<file path="src/kef_pkg.sv">
// Package with the types, codes and sizes of the key event match filter.
`default_nettype none

package kef_pkg;

	localparam int DEF_CODE_SLOTS     = 16;
	localparam int DEF_POSITION_SLOTS = 16;

	localparam int ENTRY_W    = 16;
	localparam int FUNC_W     = 3;
	localparam int HELD_W     = 8;
	localparam int CFG_IDX_W  = 2;
	localparam int CFG_DATA_W = 16;
	localparam int IN_DATA_W  = 40;
	localparam int OUT_DATA_W = 8;

	localparam logic [HELD_W-1:0] HELD_MAX = '1;

	localparam logic [FUNC_W-1:0] FN_KEY      = 3'd0;
	localparam logic [FUNC_W-1:0] FN_ADD_CODE = 3'd1;
	localparam logic [FUNC_W-1:0] FN_REM_CODE = 3'd2;
	localparam logic [FUNC_W-1:0] FN_ADD_POS  = 3'd3;
	localparam logic [FUNC_W-1:0] FN_REM_POS  = 3'd4;
	localparam logic [FUNC_W-1:0] FN_ENABLE   = 3'd5;
	localparam logic [FUNC_W-1:0] FN_DISABLE  = 3'd6;

	localparam logic [CFG_IDX_W-1:0] REG_TOGGLE  = 2'd0;
	localparam logic [CFG_IDX_W-1:0] REG_ENABLE  = 2'd1;
	localparam logic [CFG_IDX_W-1:0] REG_DISABLE = 2'd2;

	typedef enum logic [1:0] {
		ST_IDLE,
		ST_CMP,
		ST_UPD
	} kef_state_t;

	// Command driven into one row of cells.
	typedef struct packed {
		logic cmp;     // register the per-cell hit bits
		logic add;     // append the value at the first empty cell
		logic remove;  // close the gap from the first hit upward
	} kef_cmd_t;

endpackage

`default_nettype wire

</file>
<file path="src/kef_cell.sv">
// One list cell: an entry, its valid bit and its registered hit flag.
`default_nettype none

module kef_cell
	import kef_pkg::*;
(
	input  wire  logic               clk,
	input  wire  logic               arst_n,
	input  wire  kef_cmd_t           cmd,
	input  wire  logic [ENTRY_W-1:0] value,
	input  wire  logic               prev_valid,
	input  wire  logic               shift,
	input  wire  logic [ENTRY_W-1:0] next_entry,
	input  wire  logic               next_valid,
	output logic [ENTRY_W-1:0]       entry,
	output logic                     valid,
	output logic                     hit
);

	logic [ENTRY_W-1:0] entry_q;
	logic               valid_q;
	logic               hit_q;

	always_ff @(posedge clk or negedge arst_n) begin
		if (!arst_n) begin
			valid_q <= 1'b0;
			hit_q   <= 1'b0;
		end else begin
			if (cmd.cmp) begin
				hit_q <= valid_q && (entry_q == value);
			end
			if (cmd.add && !valid_q && prev_valid) begin
				valid_q <= 1'b1;
			end else if (cmd.remove && shift) begin
				valid_q <= next_valid;
			end
		end
	end

	always_ff @(posedge clk) begin
		if (cmd.add && !valid_q && prev_valid) begin
			entry_q <= value;
		end else if (cmd.remove && shift) begin
			entry_q <= next_entry;
		end
	end

	assign entry = entry_q;
	assign valid = valid_q;
	assign hit   = hit_q;

endmodule

`default_nettype wire

</file>
<file path="src/kef_list.sv">
// Compacting match list built as a row of cells that shift toward slot zero.
`default_nettype none

module kef_list
	import kef_pkg::*;
#(
	parameter int SLOTS = DEF_CODE_SLOTS
) (
	input  wire  logic               clk,
	input  wire  logic               arst_n,
	input  wire  kef_cmd_t           cmd,
	input  wire  logic [ENTRY_W-1:0] value,
	output logic                     found
);

	logic [ENTRY_W-1:0] entry_vec [SLOTS];
	logic [SLOTS-1:0]   valid_vec;
	logic [SLOTS-1:0]   hit_vec;
	logic [SLOTS-1:0]   shift_vec;

	for (genvar i = 0; i < SLOTS; i++) begin : g_cell
		logic               prev_valid;
		logic [ENTRY_W-1:0] next_entry;
		logic               next_valid;

		if (i == 0) begin : g_first
			assign prev_valid = 1'b1;
		end else begin : g_mid
			assign prev_valid = valid_vec[i-1];
		end

		if (i == SLOTS - 1) begin : g_last
			assign next_entry = '0;
			assign next_valid = 1'b0;
		end else begin : g_inner
			assign next_entry = entry_vec[i+1];
			assign next_valid = valid_vec[i+1];
		end

		// A cell moves its upper neighbor down once the removed entry lies at or below it.
		assign shift_vec[i] = |hit_vec[i:0];

		kef_cell u_cell (
			.clk        (clk),
			.arst_n     (arst_n),
			.cmd        (cmd),
			.value      (value),
			.prev_valid (prev_valid),
			.shift      (shift_vec[i]),
			.next_entry (next_entry),
			.next_valid (next_valid),
			.entry      (entry_vec[i]),
			.valid      (valid_vec[i]),
			.hit        (hit_vec[i])
		);
	end

	assign found = |hit_vec;

endmodule

`default_nettype wire

</file>
<file path="src/key_event_match_filter.sv">
// Top level of the key event match filter: item capture, control flag, held count.
// An accepted word gets one compare pass and one update pass over the two rows of list
// cells, and its result is registered on m_tdata in the update pass, which waits while
// an earlier result is not yet taken. No new word is taken until that update is done.
// Reset (arst_n low, asynchronous): lists empty, held count zero, filter disabled,
// all three control codes zero, no result pending.
`default_nettype none

module key_event_match_filter
	import kef_pkg::*;
#(
	parameter int CODE_SLOTS     = DEF_CODE_SLOTS,
	parameter int POSITION_SLOTS = DEF_POSITION_SLOTS
) (
	input  wire  logic                  clk,
	input  wire  logic                  arst_n,
	input  wire  logic                  s_tvalid,
	output logic                        s_tready,
	input  wire  logic [IN_DATA_W-1:0]  s_tdata,  // keycode, row, col, pressed, zero pad
	input  wire  logic [FUNC_W-1:0]     s_tuser,  // func
	output logic                        m_tvalid,
	input  wire  logic                  m_tready,
	// pass_through, tone_start, tone_stop, matched, is_active, zero pad
	output logic [OUT_DATA_W-1:0]       m_tdata,
	input  wire  logic                  cfg_we,
	input  wire  logic [CFG_IDX_W-1:0]  cfg_index,
	input  wire  logic [CFG_DATA_W-1:0] cfg_data
);

	// Control code registers; the user must write them only while the block is idle (not enforced here).
	logic [CFG_DATA_W-1:0] toggle_code_q;
	logic [CFG_DATA_W-1:0] enable_code_q;
	logic [CFG_DATA_W-1:0] disable_code_q;

	always_ff @(posedge clk or negedge arst_n) begin
		if (!arst_n) begin
			toggle_code_q  <= '0;
			enable_code_q  <= '0;
			disable_code_q <= '0;
		end else if (cfg_we) begin
			case (cfg_index)
				REG_TOGGLE:  toggle_code_q  <= cfg_data;
				REG_ENABLE:  enable_code_q  <= cfg_data;
				REG_DISABLE: disable_code_q <= cfg_data;
				default: ;
			endcase
		end
	end

	// The accepted word is held for the whole compare and update sequence.
	logic [FUNC_W-1:0]  func_q;
	logic [ENTRY_W-1:0] keycode_q;
	logic [7:0]         row_q;
	logic [7:0]         col_q;
	logic               pressed_q;

	logic s_fire;
	assign s_fire = s_tvalid && s_tready;

	always_ff @(posedge clk) begin
		if (s_fire) begin
			keycode_q <= s_tdata[15:0];
			row_q     <= s_tdata[23:16];
			col_q     <= s_tdata[31:24];
			pressed_q <= s_tdata[32];
			func_q    <= s_tuser;
		end
	end

	// Sequencer. The update step waits until the output register can take the result,
	// so every state change happens exactly once per word.
	kef_state_t state_q;
	kef_state_t state_d;
	logic       out_free;
	logic       apply;

	assign out_free = !m_tvalid || m_tready;

	always_ff @(posedge clk or negedge arst_n) begin
		if (!arst_n) begin
			state_q <= ST_IDLE;
		end else begin
			state_q <= state_d;
		end
	end

	always_comb begin
		state_d  = state_q;
		s_tready = 1'b0;
		apply    = 1'b0;
		case (state_q)
			ST_IDLE: begin
				s_tready = 1'b1;
				if (s_tvalid) begin
					state_d = ST_CMP;
				end
			end
			ST_CMP: begin
				state_d = ST_UPD;
			end
			ST_UPD: begin
				if (out_free) begin
					apply   = 1'b1;
					state_d = ST_IDLE;
				end
			end
			default: begin
				state_d = ST_IDLE;
			end
		endcase
	end

	// The two cell rows. Each row registers its hit bits in the compare step; in the
	// update step the found flags steer adds (only when absent) and removes (only when
	// present). An add into a full row finds no empty cell and does nothing.
	kef_cmd_t           code_cmd;
	kef_cmd_t           pos_cmd;
	logic               code_found;
	logic               pos_found;
	logic [ENTRY_W-1:0] pos_value;

	assign pos_value = {row_q, col_q};

	always_comb begin
		code_cmd.cmp    = (state_q == ST_CMP);
		code_cmd.add    = apply && (func_q == FN_ADD_CODE) && !code_found;
		code_cmd.remove = apply && (func_q == FN_REM_CODE) && code_found;
		pos_cmd.cmp     = (state_q == ST_CMP);
		pos_cmd.add     = apply && (func_q == FN_ADD_POS) && !pos_found;
		pos_cmd.remove  = apply && (func_q == FN_REM_POS) && pos_found;
	end

	kef_list #(
		.SLOTS (CODE_SLOTS)
	) u_code_list (
		.clk    (clk),
		.arst_n (arst_n),
		.cmd    (code_cmd),
		.value  (keycode_q),
		.found  (code_found)
	);

	kef_list #(
		.SLOTS (POSITION_SLOTS)
	) u_pos_list (
		.clk    (clk),
		.arst_n (arst_n),
		.cmd    (pos_cmd),
		.value  (pos_value),
		.found  (pos_found)
	);

	// Flag, held count and result of the word in the update step.
	logic              enabled_q;
	logic [HELD_W-1:0] held_q;
	logic              enabled_d;
	logic [HELD_W-1:0] held_d;
	logic              pass_d;
	logic              start_d;
	logic              stop_d;
	logic              match_d;

	always_comb begin
		enabled_d = enabled_q;
		held_d    = held_q;
		pass_d    = 1'b0;
		start_d   = 1'b0;
		stop_d    = 1'b0;
		match_d   = 1'b0;
		case (func_q)
			FN_KEY: begin
				// Control codes are tested in priority order and only on a press.
				if (pressed_q && keycode_q == toggle_code_q) begin
					enabled_d = !enabled_q;
				end else if (pressed_q && keycode_q == enable_code_q) begin
					enabled_d = 1'b1;
				end else if (pressed_q && keycode_q == disable_code_q) begin
					enabled_d = 1'b0;
					held_d    = '0;
				end else begin
					pass_d  = 1'b1;
					match_d = code_found || pos_found;
					if (enabled_q && match_d) begin
						if (pressed_q) begin
							start_d = (held_q == '0);
							if (held_q != HELD_MAX) begin
								held_d = held_q + 1'b1;
							end
						end else if (held_q != '0) begin
							held_d = held_q - 1'b1;
							stop_d = (held_q == {{(HELD_W-1){1'b0}}, 1'b1});
						end
					end
				end
			end
			FN_ADD_CODE, FN_REM_CODE: begin
				match_d = code_found;
			end
			FN_ADD_POS, FN_REM_POS: begin
				match_d = pos_found;
			end
			FN_ENABLE: begin
				enabled_d = 1'b1;
			end
			FN_DISABLE: begin
				enabled_d = 1'b0;
				held_d    = '0;
			end
			default: ;
		endcase
	end

	always_ff @(posedge clk or negedge arst_n) begin
		if (!arst_n) begin
			enabled_q <= 1'b0;
			held_q    <= '0;
		end else if (apply) begin
			enabled_q <= enabled_d;
			held_q    <= held_d;
		end
	end

	// Output register: the result waits here while the input side is free again.
	logic                  m_tvalid_q;
	logic [OUT_DATA_W-1:0] m_tdata_q;

	always_ff @(posedge clk or negedge arst_n) begin
		if (!arst_n) begin
			m_tvalid_q <= 1'b0;
		end else if (apply) begin
			m_tvalid_q <= 1'b1;
		end else if (m_tready) begin
			m_tvalid_q <= 1'b0;
		end
	end

	always_ff @(posedge clk) begin
		if (apply) begin
			m_tdata_q <= {{(OUT_DATA_W-5){1'b0}}, enabled_d, match_d, stop_d, start_d, pass_d};
		end
	end

	assign m_tvalid = m_tvalid_q;
	assign m_tdata  = m_tdata_q;

endmodule

`default_nettype wire

</file>
<file path="config.mk">
export PLATFORM = sky130hd
export DESIGN_NAME = key_event_match_filter
export DESIGN_NICKNAME = d
export VERILOG_FILES = /design/src/kef_pkg.sv /design/src/kef_cell.sv /design/src/kef_list.sv /design/src/key_event_match_filter.sv
export SDC_FILE = /design/constraint.sdc
export NUM_CORES = 1
export LEC_CHECK = 0
export BUFFER_PORTS_ARGS = -buffer_cell sky130_fd_sc_hd__buf_2
export CORE_ASPECT_RATIO = 0.75
export CORE_UTILIZATION = 25
export DETAILED_ROUTE_END_ITERATION = 10
export SLEW_MARGIN = 20
export SYNTH_ARGS = -nofsm -noshare
export SYNTH_HDL_FRONTEND = slang
export SYNTH_SLANG_ARGS = --single-unit
</file>
<file path="constraint.sdc">
create_clock -name clk -period 10.9 [get_ports clk]
set_clock_uncertainty 0.1 [all_clocks]
set_input_delay 2.18 -clock clk [delete_from_list [all_inputs] [get_ports clk]]
set_output_delay 2.18 -clock clk [all_outputs]
set_load 0.005 [all_outputs]
</file>
==> flow_summary.json <==
{
  "outcome": "finished, violations left",
  "violations": "design-rule violations",
  "cp.required_ns": 11.05,
  "fin_setup_tns_ns": 0,
  "hold_depth": 1,
  "reg2reg_slack_ns": 6.34,
  "rsz0062_at_grt": "no",
  "syn2layout_area_growth_pct": 13.5,
  "die_y_um": 329,
  "hold_violations": 0,
  "cts_tree": "built",
  "cts_root_buf": "clkbuf_16",
  "dp_cells": 4359,
  "min_period_ns": 5.45,
  "ys_ff_latch": 677,
  "cap_viol_max_count": 0,
  "cp-endpoint": "u_code_list.g_cell[7].u_cell.entry[3]$_DFFE_PP_",
  "detail_route.first_pass.iterations": 10,
  "avgSynthCellArea_um2": 13.9,
  "cts_made_buffers": 73,
  "first_global_vias": 20450,
  "dp_hpwl_mm": 52.6,
  "grt_pass1_wl_mm": 127,
  "ys_types": 66,
  "start_util": 0.253,
  "vias": 20061,
  "syn_area_um2": 35500,
  "reg2reg_depth": 7,
  "hp-start": "u_pos_list.g_cell[12].u_cell.hit$_DFFE_PN0N_",
  "hold_class": "flip-flop to flip-flop",
  "ys_seq_area_frac": 0.554,
  "dieArea_um2": 144000,
  "clkLatencyLatePin_ns": 0.65,
  "cp.arrival_ns": 5.60,
  "critPathLaunch": "m_tready",
  "overflow": 0,
  "cts_resized": 0,
  "layout_common_cells": "edfxtp_1 (553), mux2_2 (490), xnor2_1 (465)",
  "die_w_um": 437,
  "worstSetupPathType": "primary input to flip-flop",
  "ir_drop_uv": 98.0,
  "crit_path_end_kind": "flip-flop",
  "vias_per_cell": 4.46,
  "postLayoutCellArea_um2": 40300,
  "holdBufCountCts": 0,
  "drc": 20,
  "setup_viol": 0,
  "clockBufferDepth": 3,
  "async_flop_share": 0.183,
  "ys.flop_type": "edfxtp_1",
  "ant_nets": 0,
  "slew_viol_final": 0,
  "regArea_um2": 19700,
  "p_per_area_nw_per_um2": 159,
  "fin_nets": 2629,
  "wl_per_cell_um": 18.2,
  "post_cts_buffers": 0,
  "max_slew_margin": 0.327,
  "tightest_slew_ns": 1.00,
  "core_area_um2": 141000,
  "grt_usage": 0.113,
  "cp_max_fo": 18,
  "fin_crit_sh": 0.500,
  "drive_gt1_frac": 0.312,
  "drtIter0Drc": 1269,
  "fmax_mhz": 183,
  "grt_max_degree": 73,
  "port-buffer-count": 65,
  "nFillCells": 14117,
  "drt_wl_total_mm": 81.8,
  "r2r_start": "u_code_list.g_cell[0].u_cell.hit$_DFFE_PN0N_",
  "antenna_found_initial": 1,
  "reg2reg_to": "u_code_list.g_cell[7].u_cell.entry[3]$_DFFE_PP_",
  "timing.hold.ws_ns": 0.410,
  "ioPinCount": 76,
  "rows": 119,
  "synth_cells": 2565,
  "yosys_warnings": 0,
  "layout_commonest_cell": "edfxtp_1",
  "cts.clk_slew.worst_paths_ns": 0.06,
  "gp_congestion": 0.783,
  "layoutNonFillerInstCount": 4497,
  "cts.sinks": 677,
  "postPlaceCellArea_um2": 37800,
  "multi_input_area_um2": 14900,
  "synth_edf_count": 553,
  "leakage_uw": 0.0132,
  "h-tree-depth": 3,
  "startpoint_type": "primary input"
}
[critical path: stages]
cell and delay (ns):
buf_2 0.07, nand2b_1 0.26, nand2b_1 0.34, inv_1 0.30
nand2_1 0.12, or4_1 0.53, buf_4 0.29, nor3_4 0.73
nand2b_1 0.73
[synthesized netlist by cell type (all sizes together), types with 22 or more instances]
master  instances  share of area
a22o           32         0.0079
and2           37         0.0065
buf            75          0.015
clkbuf        132          0.014
dfrtp         124          0.087
edfxtp        553           0.47
inv            22         0.0023
mux2          529           0.17
nand2          32         0.0034
nand2b         35         0.0062
nand3          39         0.0056
nand4         109          0.019
nor2           31         0.0036
nor3           51         0.0099
nor3b          22         0.0055
nor4           42         0.0088
xnor2         465           0.11
xor2           96          0.024
[registers in the layout, indices dropped and copies added, names as in the netlist, 2 cells and up]
register and count:
u_code_list.g_cell.u_cell.entry 256, u_pos_list.g_cell.u_cell.entry 256, disable_code_q 16, enable_code_q 16, keycode_q 16, toggle_code_q 16, u_code_list.g_cell.u_cell.hit 16, u_code_list.g_cell.u_cell.valid 16
u_pos_list.g_cell.u_cell.hit 16, u_pos_list.g_cell.u_cell.valid 16, col_q 8, held_q 8, row_q 8, m_tdata 5, func_q 3, state_q 2
[worst min path at each step]
stage / slack [ns] / endpoint
detailed placement: 0.39 / u_pos_list.g_cell[14].u_cell.hit$_DFFE_PN0N_
CTS: 0.41 / u_pos_list.g_cell[14].u_cell.hit$_DFFE_PN0N_
finish: 0.41 / u_pos_list.g_cell[12].u_cell.hit$_DFFE_PN0N_
global placement: 0.39 / u_code_list.g_cell[2].u_cell.hit$_DFFE_PN0N_
global route: 0.43 / u_pos_list.g_cell[14].u_cell.hit$_DFFE_PN0N_
floorplan: 0.36 / u_pos_list.g_cell[12].u_cell.hit$_DFFE_PN0N_
[report_power, final]
group	leakage [µW]	internal [µW]	switching, µW	total, µW
Combinational	0.00529	306	495	801
Clock	0.00124	1570	1080	2650
Sequential	0.00664	2870	80.7	2950
[area by class of cell]
class | count | share of cell area
inverters | 22 | 0.00205
flip-flops and latches | 677 | 0.488
multi-input cells | 1661 | 0.369
diodes | 2 | 0.000124
clock inverters | 42 | 0.0130
repair buffers | 124 | 0.0192
clock buffers | 94 | 0.0497
well taps | 1875 | 0.0581
[stage by stage]
stage / total power, µW / utilization / setup WS, ns
2_1_floorplan: 3540 / - / 5.76
3_3_place_gp: 3800 / 0.268 / 4.50
3_5_place_dp: 3810 / 0.269 / 4.72
4_1_cts: 6470 / 0.287 / 5.39
5_1_grt: 6630 / 0.287 / 5.21
6_report: 6400 / 0.287 / 5.45
[kinds of logic after synthesis]
logic type               Yosys count  share of synthesized area
flip-flops                       677                      0.554
buffers and inverters            229                     0.0308
other                              1                   0.000105
AND/OR/NAND/NOR                  447                     0.0783
multiplexers                     537                      0.173
XOR/XNOR                         561                      0.138
AO/OA/AOI/OAI                    109                     0.0235
adder cells (fa/ha/maj)            4                    0.00141
[metal layers]
layer	part of all wire	wire length (µm)	global-route usage
met1	0.52	42500	0.172
met2	0.41	33800	0.162
met3	0.047	3820	0.0166
met4	0.019	1600	0.0333
met5	0	0	0
(Power assumes the default switching activity.)
